$ cat src/sv/i2p_pkg.sv
// i2p_pkg: types, codes and helpers of the infix-to-postfix tokenizer
// no dependencies
`default_nettype none
package i2p_pkg;

	typedef struct packed {
		logic [7:0] char_code;
		logic       final_char;
	} in_word_t;

	typedef struct packed {
		logic [2:0]  token_kind;
		logic [30:0] number_value;
		logic [3:0]  operator_code;
		logic        function_code;
		logic [2:0]  error_code;
		logic        run_end;
	} out_word_t;

	localparam logic [2:0] TK_NUM = 3'd0;
	localparam logic [2:0] TK_T   = 3'd1;
	localparam logic [2:0] TK_X   = 3'd2;
	localparam logic [2:0] TK_FN  = 3'd3;
	localparam logic [2:0] TK_OP  = 3'd4;
	localparam logic [2:0] TK_END = 3'd5;
	localparam logic [2:0] TK_ERR = 3'd6;

	localparam logic [3:0] E_ADD = 4'd0;
	localparam logic [3:0] E_SUB = 4'd1;
	localparam logic [3:0] E_MUL = 4'd2;
	localparam logic [3:0] E_DIV = 4'd3;
	localparam logic [3:0] E_MOD = 4'd4;
	localparam logic [3:0] E_AND = 4'd5;
	localparam logic [3:0] E_OR  = 4'd6;
	localparam logic [3:0] E_XOR = 4'd7;
	localparam logic [3:0] E_SHL = 4'd8;
	localparam logic [3:0] E_SHR = 4'd9;
	localparam logic [3:0] E_SIN = 4'd10;
	localparam logic [3:0] E_COS = 4'd11;
	localparam logic [3:0] E_OPEN = 4'd12;
	localparam logic [3:0] OP_FN = 4'd10;

	localparam logic [2:0] ER_NONE  = 3'd0;
	localparam logic [2:0] ER_BAD   = 3'd1;
	localparam logic [2:0] ER_CLOSE = 3'd2;
	localparam logic [2:0] ER_OPEN  = 3'd3;
	localparam logic [2:0] ER_OVF   = 3'd4;
	localparam logic [2:0] ER_FULL  = 3'd5;

	localparam logic [2:0] LA_IDLE = 3'd0;
	localparam logic [2:0] LA_S    = 3'd1;
	localparam logic [2:0] LA_SI   = 3'd2;
	localparam logic [2:0] LA_C    = 3'd3;
	localparam logic [2:0] LA_CO   = 3'd4;
	localparam logic [2:0] LA_LT   = 3'd5;
	localparam logic [2:0] LA_GT   = 3'd6;

	localparam logic [30:0] NUM_MAX = 31'h7FFF_FFFF;

	typedef enum logic [2:0] {
		ST_IDLE,
		ST_READ,
		ST_POP,
		ST_PUSH,
		ST_FLUSH,
		ST_EMIT
	} state_t;

	// what the current character asks for
	typedef enum logic [2:0] {
		AC_NONE,
		AC_PUSH_POP,
		AC_PUSH,
		AC_CLOSE
	} act_t;

	typedef struct packed {
		logic       load;
		logic       pop;
		logic       push;
		logic       drop_top;
		logic       clear;
		logic       emit_number;
		logic       emit_pending;
	} cmd_t;

	typedef struct packed {
		logic       number_open;
		logic       dig;
		logic       empty;
		logic       full;
		logic [3:0] top;
		logic [3:0] entry;
		act_t       act;
		logic [2:0] err;
		logic       fin;
		logic       la_open;
		logic       has_tok;
	} sts_t;

	function automatic logic [2:0] prec_of(input logic [3:0] e);
		logic [2:0] p;
		case (e)
			E_ADD, E_SUB:        p = 3'd4;
			E_MUL, E_DIV, E_MOD: p = 3'd5;
			E_AND:               p = 3'd2;
			E_OR:                p = 3'd0;
			E_XOR:               p = 3'd1;
			E_SHL, E_SHR:        p = 3'd3;
			default:             p = 3'd6;
		endcase
		return p;
	endfunction

endpackage
`default_nettype wire

$ cat src/sv/i2p_ram.sv
// i2p_ram: generic RAM with one write port and one read port, with registered read
// no dependencies
`default_nettype none
module i2p_ram #(
	parameter int WIDTH = 4,
	parameter int DEPTH = 16
) (
	input  wire logic                     clk,
	input  wire logic                     we,
	input  wire logic [$clog2(DEPTH)-1:0] waddr,
	input  wire logic [WIDTH-1:0]         wdata,
	input  wire logic [$clog2(DEPTH)-1:0] raddr,
	output logic [WIDTH-1:0]              rdata
);
	logic [WIDTH-1:0] mem_q [DEPTH];

	always_ff @(posedge clk) begin
		if (we) begin
			mem_q[waddr] <= wdata;
		end
		rdata <= mem_q[raddr];
	end
endmodule
`default_nettype wire

$ cat src/sv/i2p_datapath.sv
// i2p_datapath: character decode, number accumulator, lookahead and operator stack
// depends on i2p_pkg, i2p_ram
`default_nettype none
module i2p_datapath #(
	parameter int DEPTH = 16
) (
	input  wire logic             clk,
	input  wire logic             arst_n,
	input  wire i2p_pkg::in_word_t in_word,
	input  wire i2p_pkg::cmd_t     cmd,
	output i2p_pkg::sts_t          sts,
	output i2p_pkg::out_word_t     tok
);
	localparam int AW = $clog2(DEPTH);
	localparam int CW = $clog2(DEPTH + 1);

	logic [2:0]    la_q;
	logic [30:0]   acc_q;
	logic          nopen_q;
	logic [CW-1:0] cnt_q;
	logic          dig_q;
	logic          fin_q;
	logic [3:0]    entry_q;
	i2p_pkg::act_t act_q;
	logic [2:0]    err_q;
	logic          has_q;
	i2p_pkg::out_word_t pend_q;
	logic [3:0]    top;

	logic [3:0]    d_entry;
	i2p_pkg::act_t d_act;
	logic [2:0]    d_err, d_la;
	logic          d_has, d_dig;
	i2p_pkg::out_word_t d_tok;
	logic [34:0]   prod;
	logic [AW-1:0] raddr, waddr;

	assign prod = 35'(in_word.char_code[3:0]) + ({4'd0, acc_q} << 3)
		+ ({4'd0, acc_q} << 1);

	always_comb begin
		d_entry = i2p_pkg::E_ADD;
		d_act   = i2p_pkg::AC_NONE;
		d_err   = i2p_pkg::ER_NONE;
		d_la    = i2p_pkg::LA_IDLE;
		d_has   = 1'b0;
		d_dig   = 1'b0;
		d_tok   = '0;
		if (la_q != i2p_pkg::LA_IDLE) begin
			unique case (la_q)
				i2p_pkg::LA_S:  if (in_word.char_code == "i") d_la = i2p_pkg::LA_SI;
					else d_err = i2p_pkg::ER_BAD;
				i2p_pkg::LA_SI: if (in_word.char_code == "n") begin
					d_entry = i2p_pkg::E_SIN; d_act = i2p_pkg::AC_PUSH;
				end else d_err = i2p_pkg::ER_BAD;
				i2p_pkg::LA_C:  if (in_word.char_code == "o") d_la = i2p_pkg::LA_CO;
					else d_err = i2p_pkg::ER_BAD;
				i2p_pkg::LA_CO: if (in_word.char_code == "s") begin
					d_entry = i2p_pkg::E_COS; d_act = i2p_pkg::AC_PUSH;
				end else d_err = i2p_pkg::ER_BAD;
				i2p_pkg::LA_LT: if (in_word.char_code == "<") begin
					d_entry = i2p_pkg::E_SHL; d_act = i2p_pkg::AC_PUSH_POP;
				end else d_err = i2p_pkg::ER_BAD;
				i2p_pkg::LA_GT: if (in_word.char_code == ">") begin
					d_entry = i2p_pkg::E_SHR; d_act = i2p_pkg::AC_PUSH_POP;
				end else d_err = i2p_pkg::ER_BAD;
				default: d_err = i2p_pkg::ER_BAD;
			endcase
		end else if (in_word.char_code >= "0" && in_word.char_code <= "9") begin
			d_dig = 1'b1;
			if (prod > {4'd0, i2p_pkg::NUM_MAX}) d_err = i2p_pkg::ER_OVF;
		end else begin
			unique case (in_word.char_code)
				"s": d_la = i2p_pkg::LA_S;
				"c": d_la = i2p_pkg::LA_C;
				"<": d_la = i2p_pkg::LA_LT;
				">": d_la = i2p_pkg::LA_GT;
				"t": begin d_has = 1'b1; d_tok.token_kind = i2p_pkg::TK_T; end
				"x": begin d_has = 1'b1; d_tok.token_kind = i2p_pkg::TK_X; end
				"+": begin d_entry = i2p_pkg::E_ADD; d_act = i2p_pkg::AC_PUSH_POP; end
				"-": begin d_entry = i2p_pkg::E_SUB; d_act = i2p_pkg::AC_PUSH_POP; end
				"*": begin d_entry = i2p_pkg::E_MUL; d_act = i2p_pkg::AC_PUSH_POP; end
				"/": begin d_entry = i2p_pkg::E_DIV; d_act = i2p_pkg::AC_PUSH_POP; end
				"%": begin d_entry = i2p_pkg::E_MOD; d_act = i2p_pkg::AC_PUSH_POP; end
				"&": begin d_entry = i2p_pkg::E_AND; d_act = i2p_pkg::AC_PUSH_POP; end
				"|": begin d_entry = i2p_pkg::E_OR;  d_act = i2p_pkg::AC_PUSH_POP; end
				"^": begin d_entry = i2p_pkg::E_XOR; d_act = i2p_pkg::AC_PUSH_POP; end
				"(": begin d_entry = i2p_pkg::E_OPEN; d_act = i2p_pkg::AC_PUSH; end
				")": d_act = i2p_pkg::AC_CLOSE;
				" ": ;
				default: d_err = i2p_pkg::ER_BAD;
			endcase
		end
	end

	assign raddr = cmd.pop ? AW'(cnt_q - CW'(2)) : AW'(cnt_q - CW'(1));
	assign waddr = AW'(cnt_q);

	i2p_ram #(.WIDTH(4), .DEPTH(DEPTH)) u_stack (
		.clk   (clk),
		.we    (cmd.push),
		.waddr (waddr),
		.wdata (entry_q),
		.raddr (raddr),
		.rdata (top)
	);

	always_ff @(posedge clk or negedge arst_n) begin
		if (!arst_n) begin
			la_q    <= i2p_pkg::LA_IDLE;
			acc_q   <= '0;
			nopen_q <= 1'b0;
			cnt_q   <= '0;
			act_q   <= i2p_pkg::AC_NONE;
			err_q   <= i2p_pkg::ER_NONE;
			has_q   <= 1'b0;
			fin_q   <= 1'b0;
			dig_q   <= 1'b0;
		end else if (cmd.clear) begin
			la_q    <= i2p_pkg::LA_IDLE;
			acc_q   <= '0;
			nopen_q <= 1'b0;
			cnt_q   <= '0;
			act_q   <= i2p_pkg::AC_NONE;
			err_q   <= i2p_pkg::ER_NONE;
			has_q   <= 1'b0;
		end else if (cmd.load) begin
			fin_q   <= in_word.final_char;
			dig_q   <= d_dig;
			entry_q <= d_entry;
			act_q   <= d_act;
			err_q   <= d_err;
			la_q    <= d_la;
			has_q   <= d_has;
			pend_q  <= d_tok;
			if (d_dig && d_err == i2p_pkg::ER_NONE) begin
				acc_q   <= prod[30:0];
				nopen_q <= 1'b1;
			end
		end else begin
			if (cmd.emit_number) begin
				nopen_q <= 1'b0;
				acc_q   <= '0;
			end
			if (cmd.emit_pending) has_q <= 1'b0;
			if (cmd.pop || cmd.drop_top) cnt_q <= cnt_q - CW'(1);
			if (cmd.push) begin
				cnt_q <= cnt_q + CW'(1);
				act_q <= i2p_pkg::AC_NONE;
			end
		end
	end

	always_comb begin
		tok = '0;
		if (cmd.emit_number) begin
			tok.token_kind   = i2p_pkg::TK_NUM;
			tok.number_value = acc_q;
		end else if (cmd.emit_pending) begin
			tok = pend_q;
		end else if (top == i2p_pkg::E_SIN || top == i2p_pkg::E_COS) begin
			tok.token_kind    = i2p_pkg::TK_FN;
			tok.operator_code = i2p_pkg::OP_FN;
			tok.function_code = top[0];
		end else begin
			tok.token_kind    = i2p_pkg::TK_OP;
			tok.operator_code = top;
		end
	end

	assign sts.number_open = nopen_q;
	assign sts.dig     = dig_q;
	assign sts.empty   = (cnt_q == '0);
	assign sts.full    = (cnt_q >= CW'(DEPTH));
	assign sts.top     = top;
	assign sts.entry   = entry_q;
	assign sts.act     = act_q;
	assign sts.err     = err_q;
	assign sts.fin     = fin_q;
	assign sts.la_open = (la_q != i2p_pkg::LA_IDLE);
	assign sts.has_tok = has_q;
endmodule
`default_nettype wire

$ cat src/sv/i2p_ctrl.sv
// i2p_ctrl: sequencer for one character, stack pops, pushes and final flush
// depends on i2p_pkg
`default_nettype none
module i2p_ctrl (
	input  wire logic           clk,
	input  wire logic           arst_n,
	input  wire logic           in_valid,
	output logic                in_ready,
	input  wire logic           in_final,
	output logic                out_valid,
	input  wire logic           out_ready,
	input  wire i2p_pkg::sts_t  sts,
	input  wire i2p_pkg::out_word_t tok,
	output i2p_pkg::cmd_t       cmd,
	output i2p_pkg::out_word_t  out_word
);
	i2p_pkg::state_t st_q, st_d;
	logic ovalid_q, skip_q, skip_d, fl_q, fl_d;
	i2p_pkg::out_word_t oword_q;
	logic emit;
	i2p_pkg::out_word_t etok;
	logic free;

	assign free      = !ovalid_q || out_ready;
	assign out_valid = ovalid_q;
	assign out_word  = oword_q;

	// the stack top is a registered RAM read that follows the count; ST_READ waits for it
	always_comb begin
		st_d   = st_q;
		skip_d = skip_q;
		fl_d   = fl_q;
		cmd    = '0;
		emit   = 1'b0;
		etok   = tok;
		in_ready = 1'b0;
		unique case (st_q)
			i2p_pkg::ST_IDLE: begin
				in_ready = 1'b1;
				if (in_valid) begin
					if (skip_q) begin
						if (in_final) skip_d = 1'b0;
					end else begin
						cmd.load = 1'b1;
						fl_d     = 1'b0;
						st_d     = i2p_pkg::ST_READ;
					end
				end
			end
			i2p_pkg::ST_READ: st_d = i2p_pkg::ST_EMIT;
			i2p_pkg::ST_EMIT: begin
				if (fl_q) begin
					st_d = i2p_pkg::ST_FLUSH;
				end else if (sts.number_open && !sts.dig) begin
					if (free) begin
						cmd.emit_number = 1'b1;
						emit = 1'b1;
					end
				end else if (sts.err != i2p_pkg::ER_NONE) begin
					st_d = i2p_pkg::ST_FLUSH;
				end else if (sts.has_tok) begin
					if (free) begin
						cmd.emit_pending = 1'b1;
						emit = 1'b1;
					end
				end else begin
					st_d = i2p_pkg::ST_POP;
				end
			end
			i2p_pkg::ST_POP: begin
				unique case (sts.act)
					i2p_pkg::AC_PUSH_POP: begin
						if (!sts.empty && sts.top != i2p_pkg::E_OPEN
								&& i2p_pkg::prec_of(sts.top) >= i2p_pkg::prec_of(sts.entry)) begin
							if (free) begin
								emit = 1'b1; cmd.pop = 1'b1; st_d = i2p_pkg::ST_READ;
							end
						end else st_d = i2p_pkg::ST_PUSH;
					end
					i2p_pkg::AC_PUSH: st_d = i2p_pkg::ST_PUSH;
					i2p_pkg::AC_CLOSE: begin
						if (sts.empty) begin
							if (free) begin
								emit = 1'b1;
								etok = '0;
								etok.token_kind = i2p_pkg::TK_ERR;
								etok.error_code = i2p_pkg::ER_CLOSE;
								etok.run_end = 1'b1;
								cmd.clear = 1'b1;
								skip_d = !sts.fin;
								st_d = i2p_pkg::ST_IDLE;
							end
						end else if (sts.top != i2p_pkg::E_OPEN) begin
							if (free) begin
								emit = 1'b1; cmd.pop = 1'b1; st_d = i2p_pkg::ST_READ;
							end
						end else begin
							cmd.drop_top = 1'b1;
							st_d = i2p_pkg::ST_PUSH;
						end
					end
					default: st_d = i2p_pkg::ST_PUSH;
				endcase
			end
			i2p_pkg::ST_PUSH: begin
				if (sts.act == i2p_pkg::AC_PUSH || sts.act == i2p_pkg::AC_PUSH_POP) begin
					if (sts.full) begin
						if (free) begin
							emit = 1'b1;
							etok = '0;
							etok.token_kind = i2p_pkg::TK_ERR;
							etok.error_code = i2p_pkg::ER_FULL;
							etok.run_end = 1'b1;
							cmd.clear = 1'b1;
							skip_d = !sts.fin;
							st_d = i2p_pkg::ST_IDLE;
						end
					end else begin
						cmd.push = 1'b1;
						st_d = sts.fin ? i2p_pkg::ST_READ : i2p_pkg::ST_IDLE;
						fl_d = sts.fin;
					end
				end else if (sts.fin) begin
					fl_d = 1'b1;
					st_d = i2p_pkg::ST_READ;
				end else st_d = i2p_pkg::ST_IDLE;
			end
			i2p_pkg::ST_FLUSH: begin
				if (free) begin
					if (sts.err != i2p_pkg::ER_NONE || sts.la_open) begin
						emit = 1'b1;
						etok = '0;
						etok.token_kind = i2p_pkg::TK_ERR;
						etok.error_code = (sts.err != i2p_pkg::ER_NONE) ? sts.err
							: i2p_pkg::ER_BAD;
						etok.run_end = 1'b1;
						cmd.clear = 1'b1;
						skip_d = !sts.fin;
						st_d = i2p_pkg::ST_IDLE;
					end else if (sts.number_open) begin
						emit = 1'b1; cmd.emit_number = 1'b1;
					end else if (sts.empty) begin
						emit = 1'b1;
						etok = '0;
						etok.token_kind = i2p_pkg::TK_END;
						etok.run_end = 1'b1;
						cmd.clear = 1'b1;
						st_d = i2p_pkg::ST_IDLE;
					end else if (sts.top == i2p_pkg::E_OPEN) begin
						emit = 1'b1;
						etok = '0;
						etok.token_kind = i2p_pkg::TK_ERR;
						etok.error_code = i2p_pkg::ER_OPEN;
						etok.run_end = 1'b1;
						cmd.clear = 1'b1;
						st_d = i2p_pkg::ST_IDLE;
					end else begin
						emit = 1'b1; cmd.pop = 1'b1; st_d = i2p_pkg::ST_READ;
					end
				end
			end
			default: st_d = i2p_pkg::ST_IDLE;
		endcase
	end

	always_ff @(posedge clk or negedge arst_n) begin
		if (!arst_n) begin
			st_q     <= i2p_pkg::ST_IDLE;
			ovalid_q <= 1'b0;
			skip_q   <= 1'b0;
			fl_q     <= 1'b0;
		end else begin
			st_q   <= st_d;
			skip_q <= skip_d;
			fl_q   <= fl_d;
			if (emit) ovalid_q <= 1'b1;
			else if (out_ready) ovalid_q <= 1'b0;
		end
	end

	always_ff @(posedge clk) begin
		if (emit) oword_q <= etok;
	end
endmodule
`default_nettype wire

$ cat src/sv/infix_to_postfix_tokenizer_core.sv
// infix_to_postfix_tokenizer_core: top level of the shunting-yard tokenizer
// depends on i2p_pkg, i2p_ctrl, i2p_datapath
`default_nettype none
// Takes one expression character per input word and sends postfix tokens, one per
// output word. A character runs through these steps before the next is accepted:
// load, a wait for the registered read of the operator stack RAM, a token check,
// a pop decision and a push or pass. A closed number or a t or x token adds an emit
// step; each popped operator or function repeats the read wait, token check and pop
// decision. The last character of an expression also runs the flush, which sends any
// open number, each popped entry and the end token. An error is sent from the flush,
// pop or push state after the token check of its character; the characters that
// follow it up to the final one are dropped on acceptance. A stalled output holds the
// sequencer until the output register frees. The stack RAM is not cleared after reset.
module infix_to_postfix_tokenizer_core #(
	parameter int OP_STACK_DEPTH = 16
) (
	input  wire logic               clk,
	input  wire logic               arst_n,
	input  wire logic               in_valid,
	output logic                    in_ready,
	input  wire i2p_pkg::in_word_t  in_data,
	output logic                    out_valid,
	input  wire logic               out_ready,
	output i2p_pkg::out_word_t      out_data
);
	i2p_pkg::cmd_t      cmd;
	i2p_pkg::sts_t      sts;
	i2p_pkg::out_word_t tok;

	i2p_ctrl u_ctrl (
		.clk       (clk),
		.arst_n    (arst_n),
		.in_valid  (in_valid),
		.in_ready  (in_ready),
		.in_final  (in_data.final_char),
		.out_valid (out_valid),
		.out_ready (out_ready),
		.sts       (sts),
		.tok       (tok),
		.cmd       (cmd),
		.out_word  (out_data)
	);

	i2p_datapath #(.DEPTH(OP_STACK_DEPTH)) u_dp (
		.clk     (clk),
		.arst_n  (arst_n),
		.in_word (in_data),
		.cmd     (cmd),
		.sts     (sts),
		.tok     (tok)
	);
endmodule
`default_nettype wire

$ cat config.mk
export PLATFORM = sky130hd
export DESIGN_NAME = infix_to_postfix_tokenizer_core
export DESIGN_NICKNAME = d
export VERILOG_FILES = /design/src/sv/i2p_pkg.sv /design/src/sv/i2p_ram.sv /design/src/sv/i2p_datapath.sv /design/src/sv/i2p_ctrl.sv /design/src/sv/infix_to_postfix_tokenizer_core.sv
export SDC_FILE = /design/constraint.sdc
export NUM_CORES = 1
export LEC_CHECK = 0
export BUFFER_PORTS_ARGS = -buffer_cell sky130_fd_sc_hd__buf_4
export CAP_MARGIN = 20
export CORE_MARGIN = 2
export CORE_UTILIZATION = 40
export DETAILED_ROUTE_END_ITERATION = 8
export RECOVER_POWER = 25
export SLEW_MARGIN = 20
export SYNTH_ARGS = -nofsm -noshare
export SYNTH_HDL_FRONTEND = slang
export SYNTH_SLANG_ARGS = --single-unit
$ cat constraint.sdc
create_clock -name clk -period 6.45 [get_ports clk]
set_clock_uncertainty 0.1 [all_clocks]
set_input_delay 1.6125 -clock clk [delete_from_list [all_inputs] [get_ports clk]]
set_output_delay 1.6125 -clock clk [all_outputs]
set_load 0.02 [all_outputs]
==> summary.md, run 1 <==
The flow ran to the end, but the final reports show violations. The final reports fail on capacitance limit, slew limit. IR analysis of the VDD net gives a maximum drop of 0.219 mV. The largest area contributor in the synthesized netlist is edfxtp_1. The arrival time of data at the critical path endpoint was 5.42 ns.

TritonCTS built the clock tree. After layout, the worst setup slack is 1.24 ns. The count of flip-flops with a built-in enable after synthesis is 113. In this run the most critical hold path is launched from u_dp.act_q[1]$_DFFE_PN0P_.

The most common flop cell mapped by yosys was edfxtp_1. The run gives 0.795 ns as the worst setup slack before clock tree synthesis. After synthesis, the cell types taking the most area are edfxtp_1 (32%), dfrtp_1 (13%), ha_1 (9.6%).

The synthesized instance count was 980. The net count of the finished layout is 1,124. The detailed-route wire length per cell was 17.1 um. The multi-input combinational cells in the finished layout cover a total of 5310 sq um. Derived from the worst setup path, the maximum achievable clock frequency is 0.192 GHz. The area share of the largest cell type after synthesis is 32.4%.

Summing the areas of all compound-gate instances in the mapped netlist gives 11.5% of the synthesized area. The kind of critical path is in -> reg. The leakage power total was 0.00504 uW; the multiplexer share of the synthesized area was 8.73%. The tools report the via count as 7,476. The post-CTS setup buffer count was 0. The hold violation total from the final report was 0. Total power divided by cell area: 346 nW/um^2.

For the maximum number of pins on one net before global-route repair, the log shows 54. The basic-gate share of the synthesized area counting and, or, nand and nor cells works out to 17.4%. For this run, design rule violations remaining after detail routing come to 0. The detail route stage leaves a number of antenna-violating nets equal to 0. After routing, the total negative slack on setup checks comes to 0 ns. Setup violations remaining at the end of the flow were counted as 0. At the end of routability-driven placement, the weighted congestion stood at 0.873. The mean post-synth cell area works out to 10.7 sq um. Setup repair after global routing left no endpoint under its margin. STA classifies the critical path endpoint as a flop. No sink is reached through more buffers than the 2 on the longest clock path. CTS built an H-tree with a depth of 4.

The detailed-placement wirelength estimate was 17,300 um. After detailed routing, the met2 layer carries 11,400 um of wire. Synthesis produced a netlist with a net count of 1,075.

After detailed routing, the number of vias per cell comes to 5.43. The worst pin sits at a relative slew slack of -100%. The first TritonRoute pass finished after 5 iterations. In the layout the commonest cells are edfxtp_1 (113), nand2_1 (108), ha_1 (80).

The share of final-layout standard cells stronger than drive strength 1 works out to 12.6%. For this run, the total global-route usage over all layers was measured as 17.4%. The signed area change from the synthesized netlist to the final layout was 12.7%; the starting density of the core was 40.4%. The count of boundary I/O pins came out at 58. STA puts the critical path data required time at 6.66 ns. The tools report the worst-skew pair later-pin latency as 0.44 ns. The final antenna diode count was 0. Routed signal wires occupy layers up through met4. The detailed route wirelength on metal3 is 704 um.

The number of synthesized register bits is 173. The number of global-route vias before repair is 7,332, and the proportion of synthesized flip-flops having asynchronous set or reset is 30.6%. The number of antenna violations at the first check in global routing was 0; the reg-to-reg setup timing slack was 2.12 ns. Clock tree synthesis inserted a total of 17 buffers.

The logs give 0 for the total overflow reported by the global router and 23,600 um for the total wirelength of the detailed-routed design. After clock tree synthesis, the clock-pin slew on the worst setup and hold paths is 0.08 ns. In this run the worst path has a maximum fanout of 20. The Yosys step of the flow raised 0 warnings.

Registers take 4860 sq um. The hold buffer count at cts was 0; the part of the Yosys area used for sequential elements was 46.4%. The worst flop-to-flop path startpoint was u_dp.u_stack.rdata[1]$_DFF_P_. Tracing the worst setup path back leads to its startpoint at in_data[4]. Wire length of the first global-routing pass: 38,700 um. The tools report the count of filler cells inserted in the layout as 2,390. Counting every sink on the clock net gives 173. The number of distinct library cells after synthesis was 84; the final clock period utilization by the worst path was 80.7%. For the detailed-routing wirelength on met1, the log shows 11,300 um. The area of the placeable core was 25,900 sq um; the synthesized-area fraction occupied by xor and xnor cells was 3.00%. The overall die width was 166 um. Number of design-rule violations left by the first detailed-router iteration: 443. The height of the chip was 166 um. The count of pins over their slew limit was 54.

The run gives 1 as the reported max-cap violation count. The tools report the type of element launching the critical path as an input port. The library cell used most frequently in the layout, excluding fill and tap cells, is edfxtp_1. The type of the most critical hold path was reg -> reg. The count of buffers added on input and output ports is 57. Row generation in the floorplan step produced 59 rows.

The time the final worst path needs with I/O delays and setup was 5.21 ns; the post-cts sizing count was 0. The synthesized cell area is 10,500 sq um. The tree is rooted in a clkbuf_16. Of the total synthesized cell area, the portion taken by full adders, half adders and majority gates is 9.94%. The dominant combinational cell family by area after synthesis was simple AND/OR/NAND/NOR gates. The floorplan step defined a die boundary enclosing 27,500 sq um. At the pin with the least slew margin, the transition time is 3.01 ns.
flip-flops by register name (all words and copies together), names as in the netlist, 2 cells and up, named ones only:
signal	flops
u_ctrl.out_word	43
u_dp.la_q	3
u_ctrl.st_q	3
u_dp.acc_q	31
u_dp.entry_q	4
u_dp.u_stack.mem_q	64
u_dp.pend_q	2
u_dp.err_q	2
u_dp.cnt_q	5
u_dp.act_q	2
u_dp.u_stack.rdata	4
cells in the mapped netlist, drive strengths merged (25+ instances only):
cell type / n
mux2i: 64
edfxtp: 113
dfrtp: 53
clkbuf: 25
and2: 45
nor2: 65
inv: 26
a21oi: 60
nand3: 33
o21ai: 52
nor3: 30
nand2: 110
ha: 80
power by group:
part / leakage [uW] / switching, uW / total, uW / internal (uW)
clock network: 0.000301 / 530 / 1070 / 536
registers: 0.00183 / 141 / 1520 / 1380
logic: 0.00292 / 874 / 1500 / 623
through the flow:
stage | utilization [%] | area [sq um] | hold WS, ns | power (uW) | instances
final | 45.6 | 11800 | 0.445 | 4080 | 1377
after global routing | 45.6 | 11800 | 0.488 | 4330 | 1377
after CTS | 45.6 | 11800 | 0.449 | 4140 | 1377
after detailed placement | 43.2 | 11200 | 0.433 | 3070 | 1345
after global placement | 43.2 | 11200 | 0.430 | 3060 | 1345
after floorplan | - | 10500 | 0.380 | 2620 | 980
final timing paths:
path / end / cells past startpoint
max in group asynchronous: u_dp.acc_q[0]$_DFFE_PN0P_ / 2
max reg2reg: u_dp.u_stack.rdata[1]$_DFF_P_ / 15
min: u_dp.act_q[1]$_DFFE_PN0P_ / 2
min reg2reg: u_dp.act_q[1]$_DFFE_PN0P_ / 2
max: u_dp.acc_q[25]$_DFFE_PN0P_ / 15
min in group asynchronous: u_dp.acc_q[20]$_DFFE_PN0P_ / 2
cells by family (layout without fill, tap and decap cells):
family / count (synthesis) / in the layout
buf+inv: 63 / 125
simple gates: 359 / 359
flops: 173 / 173
compound gates: 188 / 188
mux: 80 / 80
xor+xnor: 35 / 35
fa+ha+maj: 82 / 82
final cells by class:
class	count	area share, %
Sequential cell	173	41.2
Clock buffer	17	3.60
Multi-Input combinational cell	744	45.0
Clock inverter	15	1.64
Timing Repair Buffer	67	4.20
Inverter	26	0.827
Tap cell	335	3.55
worst max-delay path: stages:
cell and delay, ns:
buf_4 0.20, inv_1 0.09, fa_1 0.59, inv_1 0.05, ha_1 0.30, a211oi_1 0.10
o21ai_0 0.37, nand2_1 0.14, a211o_1 0.31, a21oi_1 0.31, a31oi_1 0.15, xor2_1 0.28
nand3_4 0.38, buf_4 0.36, mux2i_1 0.15
metal layers:
metal  global-route usage [%]  up-vias
li1                         -     3709
met1                     24.0     3614
met2                     28.7      129
met3                     2.88       24
met4                     4.20        0
met5                        0        -
Note: power is estimated with default switching activity, not from simulation.
==> run 2, diff against run 1 <==
Clock period 6.45 ns to 5 ns, I/O delays scaled along.
==> summary.md, run 2 (synthesis results as in run 1) <==
The flow ran to the end, but the final reports show violations. The checks that failed: capacitance limit, slew limit. The run gives 4 as the number of detailed-routing iterations run before antenna repair. Dividing total power by cell area gives a power density of 445 nW/um^2. STA classifies the critical path startpoint as an input port. The tools report the utilization of the core after routing as 46.0%. The logs give 0.266 mV for the worst ir drop on vdd and 1,385 for the non-filler instance count after layout. Counting instances, the worst hold path has a depth of 2. The tools report the reported max-cap violation count as 1.

The run gives 4.60 ns as the arrival time of data at the critical path endpoint. The kind of critical path was in -> reg. The run gives 0 as the post-cts sizing count. The die is 166 um wide. In this run the critical register-to-register path is launched from u_dp.u_stack.rdata[1]$_DFF_P_.

Dividing the detail-routed wire length by the instance count gives 17.2 um. Detailed placement ended at an HPWL of 17,400 um. Total placed instance area: 11,300 sq um. The final critical path takes up 87.1% of the cycle. The master of the slowest instance on the critical path is fa_1. The largest register by flop count is u_dp.u_stack.mem_q. The wire length of the first global-routing pass came out at 39,100 um. Entering global routing, the biggest net connects 54 pins. Of the cells placed in the final design, the portion with a size suffix greater than 1 is 13.3%. Required time reported for the critical path endpoint: 5.25 ns.

Critical path's most frequent cell: fa_1. The vias per cell came out at 5.42. TritonCTS built the clock tree. The worst hold path begins at u_dp.act_q[0]$_DFFE_PN0P_. The endpoint identified for the worst register-to-register timing path is u_dp.u_stack.rdata[2]$_DFF_P_. The hold violation total from the final report was 0; the number of buffer and inverter stages on the critical path was 3. The setup check on the worst reg-to-reg path leaves a slack of 0.82 ns. Once placement completed, the tool counted placed cells totaling 1,353. Detailed routing inserted a total of 7,501 vias. Clock-pin slew was measured on the worst setup and hold paths at 0.08 ns. After routing the design area is 11,900 sq um.

Leaving out fill and tap cells, the most frequent cells in the layout are edfxtp_1 (113), nand2_1 (108), ha_1 (80). Number of design rule violations left after detail routing: 0. The hold buffer count at cts is 0, and the total overflow reported by the global router is 0. The logs give 17.4% for the global router's overall resource usage and 23,800 um for the total wirelength of the detailed-routed design.

The worst hold path belongs to the class reg -> reg. The path with the worst hold slack has its endpoint at u_dp.act_q[0]$_DFFE_PN0P_. The congestion estimate from routability-driven global placement came to 0.887. The tools report the relative max-transition margin as -113%.

After floorplanning, the core was sized to cover 25,900 sq um. 0 antenna diodes ended up in the layout. For the count of pins over their slew limit, the log shows 54. The net count of the finished layout is 1,132, and the maximum clock rate is 0.230 GHz. In this run the static leakage power is 0.00510 uW. The cell type group with the largest total delay on the critical path is compound AO/OA/AOI/OAI gates. The later pin in the worst-skew pair is clocked with a latency of 0.44 ns. Stage delay of the slowest cell on the critical path: 0.53 ns. At the pin with the least slew margin, the transition time is 3.19 ns. The cell sitting at the root of the clock tree is a clkbuf_16. The final setup TNS came out at 0 ns. The worst setup path is captured at a flop. The number of setup buffers added after CTS is 0.

Measured along the y axis, the die boundary spans 166 um. Critical-path maximum fanout: 17. The most critical setup path has its startpoint at in_data[4].

The H-tree was split into 4 levels. The die covers 27,500 sq um. The number of global-route vias before repair is 7,548.

The count of buffers added on input and output ports is 57. The number of antenna violations at the first check in global routing is 0. Pin placement for this block handled 58 I/O pins. Clock tree synthesis found a total of 173 sinks. The register with the most flip-flops in the layout has 64 of them. The cell depth of the worst flop-to-flop path is 15, and the count of final setup violators is 0. The most common cell after layout, fill and taps aside was edfxtp_1. Counting I/O delays and the setup requirement, the final critical path takes 4.35 ns.

The detail route stage leaves a number of antenna-violating nets equal to 0. The initial utilization of the core area, before any placement, comes to 40.4%. The detailed router finished its first iteration with 427 violations.

Buffer levels on the longest clock path: 2. Setup repair after global routing left no endpoint under its margin. The area growth from synthesis to layout is 13.7%.

The number of buffers inserted during clock tree synthesis came out at 17. The signal on the critical path passes through buf_4 -> inv_1 -> fa_1 -> fa_1 -> nand2b_1 -> a21oi_1 -> o41a_1 -> a21o_1 -> a31oi_2 -> o311a_1 -> o221a_4 -> nand3_4 -> buf_12 -> mux2i_1. After floorplanning, the core was divided into 59 placement rows.
==> run 2: changes by cell type in the layout (fill, tap and decap cells not counted), sizes merged <==
cell,before,now
clkinv,5,9
buf,65,73
inv,36,32
==> run 2: metal layers <==
metal | routed length [um] | track usage [%] | vias up | share of wire (%)
li1 | - | - | 3719 | -
met1 | 11100 | 23.2 | 3630 | 47
met2 | 11600 | 29.7 | 128 | 49
met3 | 745 | 2.79 | 24 | 3.1
met4 | 285 | 4.57 | 0 | 1.2
met5 | 0 | 0 | - | 0
==> run 2: report_power, final <==
| part | switching (uW) | internal [uW] | total [uW] |
|---|---|---|---|
| clock network | 668 | 691 | 1360 |
| logic | 1160 | 825 | 1990 |
| registers | 184 | 1780 | 1960 |
| total | 2010 | 3290 | 5310 |
==> run 2: area by class of cell <==
type	count	area [sq um]
Clock buffer	17	425
Clock inverter	15	206
Fill cell	2374	14000
Inverter	26	97.6
Multi-Input combinational cell	744	5320
Sequential cell	173	4860
Tap cell	335	419
Timing Repair Buffer	75	581
==> run 2: how the worst max path moves through the flow <==
stage	to	cells after the start
after global routing	u_ctrl.st_q[2]$_DFFE_PN0P_	2
after detailed placement	u_dp.acc_q[3]$_DFFE_PN0P_	14
after CTS	u_dp.acc_q[4]$_DFFE_PN0P_	14
final	u_dp.acc_q[4]$_DFFE_PN0P_	14
after floorplan	u_dp.acc_q[0]$_DFFE_PN0P_	14
after global placement	u_dp.acc_q[16]$_DFFE_PN0P_	14
==> run 2: through the flow <==
| step | total power (uW) | setup WS, ns | hold WS [ns] |
|---|---|---|---|
| after global placement | 3970 | 0.325 | 0.432 |
| after floorplan | 3380 | 0.0842 | 0.380 |
| final | 5310 | 0.647 | 0.450 |
| after global routing | 5620 | 0.405 | 0.495 |
| after detailed placement | 3990 | 0.215 | 0.436 |
| after CTS | 5360 | 0.634 | 0.455 |
==> run 2: worst reg2reg max path: stages (launching register included) <==
cell and delay, ns:
dfxtp_1 0.44, inv_1 0.10, ha_1 0.28, a211oi_1 0.23
nor2_1 0.08, ha_1 0.28, nand2b_1 0.16, a2111oi_1 0.44
o32ai_1 0.18, nand2_2 0.23, mux2i_4 0.61, buf_4 0.30
mux2i_1 0.21, mux2i_1 0.12, mux2i_1 0.17, o21ai_1 0.10
==> run 3, diff against run 2 <==
Settings changed: SYNTH_HIERARCHICAL set to 1.
==> summary.md, run 3 <==
The flow ran to the end, but the final reports show violations. The checks that failed: DRC, capacitance limit, slew limit. The basic-gate share of the synthesized area counting and, or, nand and nor cells came out at 18.0%. By area, the combinational part of the netlist is dominated by simple AND/OR/NAND/NOR gates.

The count of boundary I/O pins was 58; the relative contribution of combinational cells to total power was 26.6%. The run gives 44.9% as the part of the Yosys area used for sequential elements. For this run, design rule violations remaining after detail routing come to 6.

The hold violation total from the final report was 0. In this run the horizontal extent of the chip is 167 um. The share of final-layout standard cells stronger than drive strength 1 works out to 13.1%. The number of antenna diodes in the final layout is 0. Root buffer cell: clkbuf_16. Counting cells, the worst reg-to-reg path comes to 14. At the worst endpoint, the required time is 5.26 ns. In this run the worst hold path is classified as reg -> reg. The library cell used most frequently in the layout, excluding fill and tap cells, is edfxtp_1. For this design the ratio of total power to cell area is 364 nW/um^2. Clock-pin slew was measured on the worst setup and hold paths at 0.07 ns. The kind of critical path is in -> reg. Timing would allow up to 0.222 GHz. In this run the tool buffered the top-level ports with 57 buffer cells. The count of cells in the finished layout, fillers not included, comes to 1,393. Clock tree synthesis inserted a total of 17 buffers. Counting both buffers and inverters, the worst setup path holds a total of 4. The tools report the clock sink count as 170. The total overflow reported by the global router was 0; the synthesized cell area was 10,700 sq um. The worst hold path terminates at u_ctrl/skip_q$_DFFE_PN0P_. The largest register by flop count is u_dp/u_stack/mem_q. In the post-synthesis netlist, the biggest area contributors are edfxtp_1 (32%), dfrtp_1 (12%), ha_1 (8.7%). The floorplan step defined a die boundary enclosing 28,000 sq um. The share of power burned in the clock network is 31.4%. Number of detailed-routing iterations run before antenna repair: 7. Dividing the detail-routed wire length by the instance count gives 17.8 um. A synthesized cell averages 10.7 sq um.

The analysis attributes to cell leakage a power of 0.00512 uW. The startpoint identified for the worst register-to-register timing path is u_dp/entry_q[1]$_DFFE_PP_. For the worst ir drop on vdd, the log shows 0.214 mV. Detailed placement finished with a half-perimeter wire length of 17,800 um. The design draws 4360 uW. The most repeated cell in the gate-level netlist after synthesis is edfxtp_1.

The tools report the startpoint of the most critical hold path as u_dp/fin_q$_DFFE_PN0P_. Of the total power, the share spent switching nets is 34.1%. The complex-gate fraction of the synthesized area was 16.0%; the critical-path maximum fanout was 26. The multiplexer share of the synthesized area was 4.37%. The synthesized instance count is 1,001.

The total wirelength of the detailed-routed design was 24,800 um; the number of synthesized register bits was 170. Yosys printed 6 warnings. Setup repair after global routing left no endpoint under its margin. The proportion of synthesized flip-flops having asynchronous set or reset was 31.2%. Sorting the synthesized cells by how often they occur yields edfxtp_1 (113), ha_1 (74), nand2_1 (72). Number of distinct library cells after synthesis: 88.

Of the total synthesized cell area, the portion taken by full adders, half adders and majority gates is 9.04%. The count of nets left with antenna violations once routing finished came out at 0. Most common flop cell mapped by yosys: edfxtp_1. The critical path goes through buf_4 -> inv_1 -> fa_1 -> fa_1 -> nor2b_1 -> o2111ai_1 -> a21oi_1 -> o2111ai_1 -> a211oi_2 -> buf_4 -> a2111oi_4 -> o211ai_2 -> o21a_1 -> buf_12 -> a22o_1. TritonCTS built the clock tree.

The critical path capture point type was a flop. The net count of the finished layout is 1,134. For the count of standard-cell rows, the log shows 59. In this run the vertical extent of the chip is 167 um. The signed area change from the synthesized netlist to the final layout works out to 12.2%. The maximum number of pins on one net before global-route repair came out at 55. The largest area contributor in the synthesized netlist was edfxtp_1.

The master of the slowest instance on the critical path was fa_1. On the final layout, the worst hold slack is 0.410 ns. In this run, placement finished with an instance count of 1,361. The flip-flop count of the largest register, all copies and words added came out at 64. In the layout the commonest cells are edfxtp_1 (113), ha_1 (74), buf_4 (73).

The tools report the arrival time of data at the critical path endpoint as 4.77 ns. The number of design-rule violations left by the first detailed-router iteration was 666; the internal power contribution was 2870 uW. The reported max-cap violation count came out at 1.

The logs give 55 for the count of pins over their slew limit and 0 for the post-CTS setup buffer count. Number of global-route vias before repair: 7,349. The worst setup path is launched from an input port. The first global-routing pass estimated 39,900 um of wire. Power share of the sequential group: 42.1%. Grouping stages by cell kind, the critical path spends the most delay in compound AO/OA/AOI/OAI gates. The largest single stage delay on the critical path is 0.47 ns. For the post-cts sizing count, the log shows 0.

The count of flip-flops with a built-in enable after synthesis works out to 113. The number of antenna violations at the first check in global routing came out at 0. Dividing the final minimum period by the clock period gives 90.2%. The total net switching power was 1490 uW. The via count is 7,846, and the reg-to-reg setup timing slack is 0.80 ns.

The tools report the worst-skew pair later-pin latency as 0.43 ns. The relative max-transition margin is -106%, and the buffer levels on the longest clock path is 2. The clock tree synthesis step divided the H-tree into 4 levels. The global router's overall resource usage came out at 18.0%. The transition time at the pin with the least slew margin was 3.09 ns.

For the final setup TNS, the log shows 0 ns. The reg-to-reg endpoint was u_dp/u_stack/rdata[0]$_DFF_P_. The worst hold path cell count came out at 1.

The layout has 2,478 filler cells. The count of final setup violators was 0. Routability-driven placement finished with a final weighted congestion of 0.868. The total area inside the core boundary comes to 26,100 sq um. Hold repair after CTS inserted 0 buffers. Using the TritonRoute via totals, the vias-per-cell ratio works out to 5.63.

The synthesized-area fraction occupied by xor and xnor cells is 3.20%. The routed design could run at a clock period as short as 4.51 ns. The starting density of the core was 40.9%. The area share of the largest cell type after synthesis was 31.8%.
[run 3: logic make-up (layout without fill, tap and decap cells)]
family | Yosys count | count (layout)
simple gates | 363 | 363
compound gates | 241 | 241
buf+inv | 90 | 142
flops | 170 | 170
fa+ha+maj | 76 | 76
other cells | 1 | 6
mux | 21 | 21
xor+xnor | 39 | 39
[run 3: worst register-to-register path, stage by stage (launching register included)]
cell,delay [ns]
edfxtp_1,0.41
clkbuf_1,0.59
xnor2_1,0.14
o21ai_0,0.18
ha_1,0.25
nand2b_1,0.16
a21o_1,0.18
a211oi_1,0.27
o22ai_1,0.10
and3_1,0.30
xnor2_2,0.20
buf_4,0.21
mux4_1,0.62
a22oi_1,0.24
nand3_1,0.12
[run 3: worst max-delay path by stage]
stage / from / endpoint / cells past startpoint
5_1_grt: in_data[4] / u_dp/acc_q[18]$_DFFE_PN0P_ / 15
4_1_cts: in_data[4] / u_dp/acc_q[18]$_DFFE_PN0P_ / 15
3_5_place_dp: in_data[4] / u_dp/acc_q[7]$_DFFE_PN0P_ / 15
2_1_floorplan: in_data[4] / u_dp/acc_q[0]$_DFFE_PN0P_ / 13
3_3_place_gp: in_data[4] / u_dp/acc_q[1]$_DFFE_PN0P_ / 15
6_report: in_data[4] / u_dp/acc_q[21]$_DFFE_PN0P_ / 15
[run 3: cell type report]
type	count	area, sq um	share of cell area [%]
clock buffers	17	425	3.55
clock inverters	15	181	1.51
inverters	31	116	0.971
multi-input cells	746	5460	45.5
flip-flops and latches	170	4800	40.0
well taps	335	419	3.50
repair buffers	79	587	4.90
[run 3: stage by stage]
stage | utilization (%) | instance area [sq um] | setup WS, ns
final | 45.9 | 12000 | 0.490
after global routing | 45.9 | 12000 | 0.212
after CTS | 45.9 | 12000 | 0.515
after detailed placement | 43.6 | 11400 | 0.0721
after global placement | 43.6 | 11400 | 0.122
after floorplan | - | 10700 | 0.564
[run 3: layer usage]
layer	share of wire [%]	vias up	wire length [um]	global-route usage [%]
li1	-	3815	-	-
met1	52	3773	12800	28.2
met2	42	244	10400	25.7
met3	5.6	14	1380	3.14
met4	0.85	0	211	4.16
met5	0	-	0	0
[run 3: power groups by stage]
stage	clock (uW)	sequential, uW	combinational [uW]
after floorplan	0	1940	693
after global placement	0	1860	1140
after detailed placement	0	1860	1160
after CTS	1400	1830	1160
after global routing	1450	1860	1270
final	1370	1830	1160
